===== config.mk =====
export PLATFORM = sky130hd
export DESIGN_NAME = bakery_ticket_arbiter
export DESIGN_NICKNAME = d
export VERILOG_FILES = /design/src/rtl/bta_pkg.sv /design/src/rtl/bta_cell.sv /design/src/rtl/bakery_ticket_arbiter.sv
export VERILOG_INCLUDE_DIRS = /design/src /design/src/rtl
export SDC_FILE = /design/constraint.sdc
export NUM_CORES = 2
export LEC_CHECK = 0
export BUFFER_PORTS_ARGS = -buffer_cell sky130_fd_sc_hd__buf_2
export CORE_MARGIN = 2
export CORE_UTILIZATION = 40
export DETAILED_ROUTE_END_ITERATION = 7
export GPL_TIMING_DRIVEN = 0
export PLACE_DENSITY_LB_ADDON = 0.2
export SLEW_MARGIN = 20
export SYNTH_ARGS = -nofsm -noshare
export SYNTH_HDL_FRONTEND = slang
export SYNTH_SLANG_ARGS = --single-unit

===== constraint.sdc =====
create_clock -name clk -period 3.3 [get_ports clk]
set_clock_uncertainty 0.1 [all_clocks]
set_input_delay 0.33 -clock clk [delete_from_list [all_inputs] [get_ports clk]]
set_output_delay 0.33 -clock clk [all_outputs]
set_load 0.05 [all_outputs]

===== src/rtl/bakery_ticket_arbiter_macros.svh =====
// ---------------------------------------------------------------------------
// Assertion macros for the bakery ticket arbiter
// Clocked, reset-gated property checks; compiled out when ASSERT_OFF is set.
// ---------------------------------------------------------------------------
`ifndef BAKERY_TICKET_ARBITER_MACROS_SVH
`define BAKERY_TICKET_ARBITER_MACROS_SVH

`ifndef ASSERT_OFF
// Same-cycle implication, sampled on clk and held off during reset.
`define BTA_ASSERT_IMP(lbl, ante, cons, msg) \
    lbl: assert property (@(posedge clk) disable iff (!rst_n) (ante) |-> (cons)) \
        else $error(msg);
// Next-cycle implication, sampled on clk and held off during reset.
`define BTA_ASSERT_NXT(lbl, ante, cons, msg) \
    lbl: assert property (@(posedge clk) disable iff (!rst_n) (ante) |=> (cons)) \
        else $error(msg);
`else
`define BTA_ASSERT_IMP(lbl, ante, cons, msg)
`define BTA_ASSERT_NXT(lbl, ante, cons, msg)
`endif

`endif


===== src/rtl/bta_pkg.sv =====
// ---------------------------------------------------------------------------
// Bakery ticket arbiter package
// Shared constants, the controller state type and the scan control word.
// ---------------------------------------------------------------------------
`default_nettype none

package bta_pkg;

    localparam int DEF_PARTIES    = 32;
    localparam int DEF_TICKET_MAX = 255;
    localparam int PARTY_W        = 5;
    localparam int GIVEN_W        = 8;

    typedef enum logic [0:0] {
        ST_IDLE,
        ST_SCAN
    } state_t;

    // Control part of the word that walks down the cell chain.
    typedef struct packed {
        logic               valid;
        logic               is_rel;
        logic [PARTY_W-1:0] party;
    } pass_ctl_t;

endpackage

`default_nettype wire


===== src/rtl/bta_cell.sv =====
// ---------------------------------------------------------------------------
// Bakery ticket arbiter cell
// Holds one party's ticket and folds it into the scan word passing through.
// ---------------------------------------------------------------------------
`default_nettype none

module bta_cell #(
    parameter int TW      = 8,
    parameter int IW      = 5,
    parameter int CELL_ID = 0
) (
    input  wire                          clk,
    input  wire                          rst_n,
    input  wire  bta_pkg::pass_ctl_t     ctl_in,
    input  wire  [TW-1:0]                max_in,
    input  wire  [TW-1:0]                mina_in,
    input  wire  [IW-1:0]                mina_id_in,
    input  wire  [TW-1:0]                minx_in,
    input  wire  [IW-1:0]                minx_id_in,
    output bta_pkg::pass_ctl_t           ctl_out,
    output logic [TW-1:0]                max_out,
    output logic [TW-1:0]                mina_out,
    output logic [IW-1:0]                mina_id_out,
    output logic [TW-1:0]                minx_out,
    output logic [IW-1:0]                minx_id_out,
    input  wire                          wr_en,
    input  wire  [bta_pkg::PARTY_W-1:0]  wr_party,
    input  wire  [TW-1:0]                wr_value
);
    import bta_pkg::*;

    localparam int XW = (IW > PARTY_W) ? IW : PARTY_W;
    localparam logic [XW-1:0] MY_ID = XW'(CELL_ID);

    logic [TW-1:0] ticket_reg;
    pass_ctl_t     ctl_reg;
    logic [TW-1:0] max_reg, mina_reg, minx_reg;
    logic [IW-1:0] mina_id_reg, minx_id_reg;

    logic          is_self;
    logic          beats_all;
    logic          beats_ex;

    assign is_self   = (MY_ID == XW'(ctl_in.party));
    // Strict compare keeps the lower party on ties, since the chain runs upward.
    assign beats_all = (ticket_reg != '0) && ((mina_in == '0) || (ticket_reg < mina_in));
    assign beats_ex  = !is_self && (ticket_reg != '0) &&
                       ((minx_in == '0) || (ticket_reg < minx_in));

    always_ff @(posedge clk or negedge rst_n)
    begin
        if (!rst_n)
        begin
            ticket_reg <= '0;
            ctl_reg    <= '0;
        end
        else
        begin
            if (wr_en && (MY_ID == XW'(wr_party)))
            begin
                ticket_reg <= wr_value;
            end
            ctl_reg <= ctl_in;
        end
    end

    always_ff @(posedge clk)
    begin
        max_reg        <= (ticket_reg > max_in) ? ticket_reg : max_in;
        mina_reg       <= beats_all ? ticket_reg : mina_in;
        mina_id_reg    <= beats_all ? IW'(CELL_ID) : mina_id_in;
        minx_reg       <= beats_ex ? ticket_reg : minx_in;
        minx_id_reg    <= beats_ex ? IW'(CELL_ID) : minx_id_in;
    end

    assign ctl_out     = ctl_reg;
    assign max_out     = max_reg;
    assign mina_out    = mina_reg;
    assign mina_id_out = mina_id_reg;
    assign minx_out    = minx_reg;
    assign minx_id_out = minx_id_reg;

endmodule

`default_nettype wire


===== src/rtl/bakery_ticket_arbiter.sv =====
// ---------------------------------------------------------------------------
// Bakery ticket arbiter
// Ticket-based mutual exclusion: take-ticket and release words from up to
// PARTIES parties, each answered with the ticket granted and current holder.
// ---------------------------------------------------------------------------
//
//  Channel   Handshake              Fields
//  --------  ---------------------  ------------------------------------------
//  event in  start && !busy         req_type, party_id
//  result    done (one cycle)       ticket_given, refused, holder_valid,
//                                   holder_id
//
//  Each event word walks the chain of ticket cells at one cell per cycle,
//  and its result word is on the outputs for one cycle after the last
//  cell. A new event can be accepted in the cycle its predecessor's result
//  is shown. Reset clears every ticket at once, so the block is ready as
//  soon as reset is released. The receiver cannot stall; busy holds off
//  the sender during a scan.
//
`default_nettype none

module bakery_ticket_arbiter #(
    parameter int PARTIES    = bta_pkg::DEF_PARTIES,
    parameter int TICKET_MAX = bta_pkg::DEF_TICKET_MAX
) (
    input  wire                          clk,
    input  wire                          rst_n,
    input  wire                          start,
    output logic                         busy,
    input  wire                          req_type,
    input  wire  [bta_pkg::PARTY_W-1:0]  party_id,
    output logic                         done,
    output logic [bta_pkg::GIVEN_W-1:0]  ticket_given,
    output logic                         refused,
    output logic                         holder_valid,
    output logic [bta_pkg::PARTY_W-1:0]  holder_id
);
    import bta_pkg::*;

    `include "bakery_ticket_arbiter_macros.svh"

    localparam int TW = $clog2(TICKET_MAX + 1);
    localparam int IW = $clog2(PARTIES);
    localparam logic [TW:0] TMAX = (TW + 1)'(TICKET_MAX);

    // The scan word: a control part plus three running folds (largest
    // ticket, smallest nonzero ticket overall, and smallest nonzero ticket
    // of every party but the one issuing the event).
    pass_ctl_t     ctl_chain     [PARTIES+1];
    logic [TW-1:0] max_chain     [PARTIES+1];
    logic [TW-1:0] mina_chain    [PARTIES+1];
    logic [IW-1:0] mina_id_chain [PARTIES+1];
    logic [TW-1:0] minx_chain    [PARTIES+1];
    logic [IW-1:0] minx_id_chain [PARTIES+1];

    state_t state_reg, state_next;

    logic                done_reg;
    logic [GIVEN_W-1:0]  given_reg;
    logic                refused_reg;
    logic                hvalid_reg;
    logic [PARTY_W-1:0]  hid_reg;

    pass_ctl_t           tail;
    logic                accept;
    logic                in_range;
    logic [TW:0]         top_plus;
    logic                over;
    logic                grant;
    logic                wr_en;
    logic [TW-1:0]       wr_value;
    logic                hvalid_next;
    logic [PARTY_W-1:0]  hid_next;

    // The event enters the first cell straight from the ports, with empty folds.
    assign accept              = start && !busy;
    assign ctl_chain[0].valid  = accept;
    assign ctl_chain[0].is_rel = req_type;
    assign ctl_chain[0].party  = party_id;
    assign max_chain[0]        = '0;
    assign mina_chain[0]       = '0;
    assign mina_id_chain[0]    = '0;
    assign minx_chain[0]       = '0;
    assign minx_id_chain[0]    = '0;

    for (genvar i = 0; i < PARTIES; i++)
    begin : g_cell
        bta_cell #(
            .TW      (TW),
            .IW      (IW),
            .CELL_ID (i)
        ) u_cell (
            .clk         (clk),
            .rst_n       (rst_n),
            .ctl_in      (ctl_chain[i]),
            .max_in      (max_chain[i]),
            .mina_in     (mina_chain[i]),
            .mina_id_in  (mina_id_chain[i]),
            .minx_in     (minx_chain[i]),
            .minx_id_in  (minx_id_chain[i]),
            .ctl_out     (ctl_chain[i+1]),
            .max_out     (max_chain[i+1]),
            .mina_out    (mina_chain[i+1]),
            .mina_id_out (mina_id_chain[i+1]),
            .minx_out    (minx_chain[i+1]),
            .minx_id_out (minx_id_chain[i+1]),
            .wr_en       (wr_en),
            .wr_party    (tail.party),
            .wr_value    (wr_value)
        );
    end

    assign tail = ctl_chain[PARTIES];

    // Resolve the event once the word leaves the last cell. A granted ticket
    // is above every other one, so it only becomes the holder when no other
    // party holds a ticket; a refusal or an ignored event leaves the store
    // as it was, so the overall minimum stands.
    always_comb
    begin
        in_range    = (32'(tail.party) < PARTIES);
        top_plus    = {1'b0, max_chain[PARTIES]} + (TW + 1)'(1);
        over        = (top_plus > TMAX);
        grant       = in_range && !tail.is_rel && !over;
        wr_en       = tail.valid && in_range && (tail.is_rel || !over);
        wr_value    = tail.is_rel ? '0 : top_plus[TW-1:0];
        hvalid_next = mina_chain[PARTIES] != '0;
        hid_next    = PARTY_W'(mina_id_chain[PARTIES]);
        if (in_range && (tail.is_rel || !over))
        begin
            if (minx_chain[PARTIES] != '0)
            begin
                hvalid_next = 1'b1;
                hid_next    = PARTY_W'(minx_id_chain[PARTIES]);
            end
            else if (grant)
            begin
                hvalid_next = 1'b1;
                hid_next    = tail.party;
            end
            else
            begin
                hvalid_next = 1'b0;
                hid_next    = '0;
            end
        end
        if (!hvalid_next)
        begin
            hid_next = '0;
        end
    end

    always_comb
    begin
        state_next = state_reg;
        case (state_reg)
            ST_IDLE:
            begin
                if (accept)
                begin
                    state_next = ST_SCAN;
                end
            end
            ST_SCAN:
            begin
                if (tail.valid)
                begin
                    state_next = ST_IDLE;
                end
            end
            default:
            begin
                state_next = ST_IDLE;
            end
        endcase
    end

    always_comb
    begin
        case (state_reg)
            ST_IDLE: busy = 1'b0;
            ST_SCAN: busy = 1'b1;
            default: busy = 1'b1;
        endcase
    end

    always_ff @(posedge clk or negedge rst_n)
    begin
        if (!rst_n)
        begin
            state_reg <= ST_IDLE;
            done_reg  <= 1'b0;
        end
        else
        begin
            state_reg <= state_next;
            done_reg  <= tail.valid;
        end
    end

    always_ff @(posedge clk)
    begin
        if (tail.valid)
        begin
            given_reg   <= grant ? GIVEN_W'(top_plus[TW-1:0]) : '0;
            refused_reg <= in_range && !tail.is_rel && over;
            hvalid_reg  <= hvalid_next;
            hid_reg     <= hid_next;
        end
    end

    assign done         = done_reg;
    assign ticket_given = given_reg;
    assign refused      = refused_reg;
    assign holder_valid = hvalid_reg;
    assign holder_id    = hid_reg;

    `BTA_ASSERT_NXT(a_accept_busy, accept, busy, "accepted event did not start a scan")
    `BTA_ASSERT_IMP(a_tail_in_scan, tail.valid, state_reg == ST_SCAN, "scan word outside scan")
    `BTA_ASSERT_NXT(a_tail_done, tail.valid, done, "scan finished without a result")
    `BTA_ASSERT_IMP(a_refuse_zero, done && refused, ticket_given == '0, "refusal gave a ticket")
    `BTA_ASSERT_IMP(a_no_holder, done && !holder_valid, holder_id == '0, "holder id without holder")

endmodule

`default_nettype wire


=== Yosys cells after proc, flatten, opt, wreduce, memory -nomap -nowiden ===
Index checks and enable logic that the tools add are counted.

* Output and inout port bits: 17
* Bits in registers: 1523
* Logic and storage cells: 881
* Bits of input ports: 9

* Bitwise operators: 1
* Reductions and logical operators: 326
* Magnitude comparators: 95
* Add/sub/neg operators: 1
* Muxes and demuxes: 104
* Equal/unequal tests: 62

{| class="wikitable"
|+ Operators by type and width
! operator !! count
|-
| $mux 8 || 94
|-
| $logic_not 8->1 || 62
|-
| $lt 8x8->1 || 62
|-
| $reduce_bool 8->1 || 34
|-
| $gt 8x8->1 || 31
|-
| $eq 5x5->1 const A || 32
|-
| $logic_and 1x1->1 || 130
|-
| $eq 4x5->1 const A || 16
|-
| $logic_or 1x1->1 || 63
|-
| $eq 3x5->1 const A || 8
|-
| $logic_not 1->1 || 35
|-
| $eq 2x5->1 const A || 4
|-
| $mux 5 || 3
|-
| $eq 1x5->1 const A || 2
|-
| $logic_not 5->1 || 2
|-
| $add 8x1->9 const B || 1
|-
| $gt 9x8->1 const B || 1
|-
| $gt 8x1->1 const B || 1
|-
| $mux 1 || 5
|-
| $pmux 1 s2 || 2
|-
| $not 1->1 || 1
|}

=== Longest topological paths before layout ===
* Depth in word-level cells: 7
* Depth in mapped cells: 9
* Depth with buffers taken out: 8

=== Cells and area by module ===
A second synthesis with hierarchy kept.

* Cell total of the unflattened synthesis: 6072
* Area, all modules: 69200.1 sq um

{| class="wikitable"
|+ Modules (own cells, without submodules)
! module !! sequential area each (sq um) !! area each (sq um) !! instances !! cells each
|-
| bta_cell (g_cell[13].u_cell ...) || 1056.0 || 2128.3 || 8 || 187
|-
| bta_cell (g_cell[1].u_cell ...) || 1056.0 || 2145.8 || 4 || 186
|-
| bta_cell (g_cell[23].u_cell ...) || 1056.0 || 2123.3 || 4 || 187
|-
| bta_cell (g_cell[11].u_cell ...) || 1056.0 || 2125.8 || 3 || 187
|-
| bta_cell (g_cell[10].u_cell ...) || 1056.0 || 2123.3 || 3 || 186
|-
| bta_cell (g_cell[20].u_cell ...) || 1056.0 || 2137.0 || 2 || 187
|-
| bta_cell (g_cell[17].u_cell ...) || 1056.0 || 2119.5 || 2 || 186
|-
| bta_cell (g_cell[0].u_cell) || 1056.0 || 2159.6 || 1 || 186
|-
| bta_cell (g_cell[16].u_cell) || 1056.0 || 2140.8 || 1 || 186
|-
| bta_cell (g_cell[12].u_cell) || 1056.0 || 2135.8 || 1 || 188
|-
| bta_cell (g_cell[28].u_cell) || 1056.0 || 2129.5 || 1 || 187
|-
| bta_cell (g_cell[15].u_cell) || 1056.0 || 2125.8 || 1 || 186
|-
| bta_cell (g_cell[31].u_cell) || 1056.0 || 2120.8 || 1 || 189
|-
| bakery_ticket_arbiter || 500.5 || 1024.7 || 1 || 97
|}

=== Worst setup path after synthesis ===
Ideal clock, no wire load.

* Path kind: flip-flop to flip-flop
* Start: register g_cell[31].u_cell.max_reg[0]
* End: register given_reg[0] (netlist: ticket_given[0]) (data pin)
* Cell stages (with the launch flop): 10
* Period minus slack after synthesis: 2.381 ns
* Library setup time: 0.255 ns
* Arrival: 2.025 ns
* Setup slack: 0.919 ns
* Buffers on the path: 1
* Data required time: 2.945 ns
* Cells stage by stage: dfxtp_1 > inv_1 > ha_1 > nor3_1 > nand2_1 > o311ai_2 > o311ai_4 > nand2_1 > buf_2 > inv_1

* Longest elaborated chain between the ends: 4

{| class="wikitable"
|+ RTL lines
! what !! RTL line !! text
|-
| start, declared || bta_cell.sv:37 || <nowiki>logic [TW-1:0] max_reg, mina_reg, minx_reg;</nowiki>
|-
| start signal, assigned || bta_cell.sv:69 || <nowiki>max_reg <= (ticket_reg > max_in) ? ticket_reg : max_in;</nowiki>
|-
| $add 8x1->9 (*) || bakery_ticket_arbiter.sv:122 || <nowiki>top_plus = {1'b0, max_chain[PARTIES]} + (TW + 1)'(1);</nowiki>
|-
| net top_plus[0] || bakery_ticket_arbiter.sv:67 || <nowiki>logic [TW:0] top_plus;</nowiki>
|-
| $gt 9x8->1 || bakery_ticket_arbiter.sv:123 || <nowiki>over = (top_plus > TMAX);</nowiki>
|-
| $logic_not 1->1 || bakery_ticket_arbiter.sv:124 || <nowiki>grant = in_range && !tail.is_rel && !over;</nowiki>
|-
| $logic_and 1x1->1 || bakery_ticket_arbiter.sv:124 ||
|-
| end signal, assigned || bakery_ticket_arbiter.sv:205 || <nowiki>given_reg <= grant ? GIVEN_W'(top_plus[TW-1:0]) : '0;</nowiki>
|-
| end, declared || bakery_ticket_arbiter.sv:59 || <nowiki>logic [GIVEN_W-1:0] given_reg;</nowiki>
|}

Mark *: on every way through the listed nets, which the timed path passes. The rest lies on a longest branch.
A chain may end at the register's enable or synchronous reset.

=== Worst setup path in the final report ===
* Start: register g_cell[31].u_cell.ctl_reg (netlist bit g_cell[31].u_cell.ctl_out[6])
* End: register g_cell[15].u_cell.ticket_reg[3]

* Longest elaborated chain between the ends: 2

{| class="wikitable"
|+ RTL lines
! what !! RTL line !! text
|-
| start, declared || bta_cell.sv:36 || <nowiki>pass_ctl_t ctl_reg;</nowiki>
|-
| start signal, assigned || bta_cell.sv:63 || <nowiki>ctl_reg <= ctl_in;</nowiki>
|-
| $logic_and 1x1->1 || bakery_ticket_arbiter.sv:125 || <nowiki>wr_en = tail.valid && in_range && (tail.is_rel || !over);</nowiki>
|-
| $logic_and 1x1->1 || bta_cell.sv:59 || <nowiki>if (wr_en && (MY_ID == XW'(wr_party)))</nowiki>
|-
| end signal, assigned || bta_cell.sv:61 || <nowiki>ticket_reg <= wr_value;</nowiki>
|-
| end, declared || bta_cell.sv:35 || <nowiki>logic [TW-1:0] ticket_reg;</nowiki>
|}

Every way passes these cells.

==> metrics.txt <==
outcome finished, final reports clean; Max clock buf depth 3; Tcrit/Tclk final 98.0%; min-delay src party_id[3]; Congestion Overflow GR 0; critical path fanouts, max 15; Yosys Warn Count 0; initial antenna violation count 6; Core Rows 149; Max rail drop VDD 0.564 mV; final setup margin 64.9 ps; RePlAce Congestion 0.867; DR WL met2 78700 um; Die H 411 um; Ports 26; post-synth top area share 30.7%; Post-Synthesis Cell Area 66300 um^2; first-pass GRT wire length 276000 um; Clock Latency Late Sink 830 ps; largest area contributor in the synthesized netlist dfxtp_1; CTS Sinks 1515; min-delay worst type in -> reg; hold path depth 2; post-DR vias/cell 5.40; Initial Util 40.2%; Crit Path Class reg -> reg; RSZ-0062 raised after global routing yes; Worst Path Required 3910 ps; Root Driver clkbuf_16; EDFF count, synth 15; Fmax 309 MHz; Post-DRT Antenna Nets 0; Placed Instances 8355; Final Hold Vio Count 0; WHS 71.5 ps; Worst-path clk slew 60 ps; CTS tree built; met1 wire length 85800 um; Layout area overhead 13.7%; wire per inst 20.4 um; GRT Total Usage 20.8%; Detailed Route Iter0 Violations 3479; RR Startpoint g_cell[31].u_cell.ctl_out[6]; max_slew headroom 21.8%; Pleak 33.2 nW; Net Count, Synth 6822; pwr dens 674 nW/um^2; sequential fraction of the synthesis area 49.6%; layout cell share with drive strength beyond 1 10.9%; Place WS -132 ps; Non-Filler Instances 8670; minimum clock period 3240 ps; Async S/R FF share, synth 31.8%; Port Buffers 25; worst r2r dst g_cell[15].u_cell.ticket_reg[3]; via count 46800; mean post-synth cell area 10.8 um^2; fin nets 7028; Total Neg Setup Slack 0 ps; Max Cap Violations 0; largest net degree at the start of global routing 96; #FFs+latches synth 1515; WHS Endpoint g_cell[0].u_cell.ctl_out[3]; distinct cell type count of the synthesized netlist 74; Critical Path AT 3850 ps; H-Tree Depth 4; Area contributors post-synth dfxtp_1 31%, dfrtp_1 18%, ha_1 13%, a22o_1 5.0%, inv_1 4.0%; drt drc 0; Final setup viols 0; DRT Pass-1 Iters 6; highest routed metal layer met5; total power 0.0508 W; Ant. Diodes 0; wirelength, routed 177000 um; Chip Width 411 um; Num CTS Buffers 162; Setup crit end kind register; die area 169000 um^2; worst reg-to-reg path cell count 6; vias in the first global route 46900; Slew Viols, Final 0; synthesized instance count 6134; commonest register cell after synthesis dfxtp_1; startpoint types register; FF-to-FF setup slack 60 ps; WL met3 8170 um; Worst-Margin Slew 1170 ps; Core ar. 165000 um^2; Detail Placement HPWL 131000 um
through the flow:
stage / instance area (um^2) / utilization (%)
floorplan: 66300 / -
global placement: 69200 / 42.0
detailed placement: 69400 / 42.1
CTS: 75400 / 45.7
global route: 75400 / 45.8
finish: 75400 / 45.8
layout by cell type, fill, tap and decap left out, types with 15 or more instances in the layout:
cell | synthesis | layout
dfrtp_1 | 482 | 481
edfxtp_1 | 15 | 15
ha_1 | 679 | 679
a2bb2oi_1 | 17 | 17
nand3_1 | 80 | 80
nor4_1 | 154 | 154
nand4_1 | 74 | 74
nand2_1 | 226 | 223
a21o_1 | 286 | 286
a21boi_0 | 152 | 152
nor2b_1 | 97 | 97
bufinv_16 | 0 | 17
inv_1 | 714 | 714
clkbuf_8 | 0 | 24
o21bai_1 | 26 | 26
a21oi_1 | 258 | 258
nor2_1 | 164 | 163
nand2b_1 | 97 | 97
clkbuf_1 | 97 | 126
o31ai_1 | 38 | 38
or2_2 | 104 | 104
mux2_2 | 223 | 223
a211oi_1 | 55 | 55
buf_2 | 16 | 26
clkinv_2 | 0 | 32
o22a_1 | 119 | 119
nand2_2 | 28 | 31
or4_1 | 22 | 22
clkbuf_16 | 0 | 170
o21ai_0 | 137 | 137
nor3_1 | 35 | 33
dfxtp_1 | 1018 | 1018
a22o_1 | 382 | 382
o31a_1 | 17 | 17
o2bb2ai_1 | 191 | 190
cells in the mapped netlist, drive strengths merged, types with 38 or more instances:
| cell type | n |
|---|---|
| a211oi | 55 |
| ha | 679 |
| o21ai | 140 |
| a21o | 286 |
| nor2b | 97 |
| nand4 | 74 |
| o22a | 119 |
| nor4 | 154 |
| dfrtp | 482 |
| o2bb2ai | 191 |
| nand2 | 257 |
| a22o | 382 |
| nor2 | 164 |
| a21boi | 152 |
| clkbuf | 98 |
| nand3 | 81 |
| nand2b | 97 |
| or2 | 104 |
| dfxtp | 1018 |
| a21oi | 258 |
| inv | 714 |
| mux2 | 226 |
| o31ai | 38 |
cell families after synthesis:
family | Yosys count | share of synthesized area [%]
adders and majority gates | 679 | 12.8
and+or+nand+nor | 1135 | 9.21
AOI/OAI and AO/OA | 1739 | 19.7
xor gates and xnor gates | 4 | 0.0528
muxes | 226 | 3.84
DFF | 1515 | 49.6
buffers and inverters | 836 | 4.80
report_power, final:
part | internal (W) | switching, W | total, W
combinational | 0.00394 | 0.00505 | 0.00899
sequential | 0.0209 | 0.00153 | 0.0224
clock | 0.0115 | 0.00793 | 0.0194
total | 0.0363 | 0.0145 | 0.0508
layer usage:
metal  global-route usage [%]  vias up
met1                     29.8    22900
li1                         -    22600
met2                     32.5     1069
met3                     3.06      270
met4                     5.92        2
met5                        0        -
worst max path at each step:
stage | start | endpoint | slack [ps] | cells after the start
after global placement | rst_n | g_cell[27].u_cell.ticket_reg[0] | -8400 | 1
final | g_cell[31].u_cell.ctl_out[6] | g_cell[15].u_cell.ticket_reg[3] | 60 | 6
after floorplan | g_cell[31].u_cell.max_out[0] | ticket_given[0] | 920 | 9
after global routing | g_cell[31].u_cell.max_out[0] | ticket_given[3] | -90 | 9
after detailed placement | g_cell[31].u_cell.max_out[0] | ticket_given[2] | -130 | 9
after CTS | g_cell[31].u_cell.max_out[0] | g_cell[16].u_cell.ticket_reg[1] | 10 | 9
worst max-delay path: stages (launching register included):
cell and delay (ps):
dfrtp_2 800, inv_1 390, nor2_1 320, nand3_1 480, nor2_1 510, nand2_2 210
mux2_2 340
cell type report:
class                           instances  area [um^2]
Inverter                              714         2680
Tap cell                             2189         2740
Clock inverter                         82         1180
Buffer                                122          537
Multi-Input combinational cell       3783        30300
Timing Repair Buffer                   42          425
Clock buffer                          223         4690
Fill cell                           15400        89400
Sequential cell                      1515        32900
what timing repair did:
item | in CTS | in global routing
hold buffers | 10 | 0
buffers inserted | 0 | 0
endpoints found under the hold margin | 141 | 0
setup endpoints to repair | 4 | 90
pin swaps | 0 | 0
resized for setup | 4 | 13
Note: power is estimated with default switching activity, not from simulation.
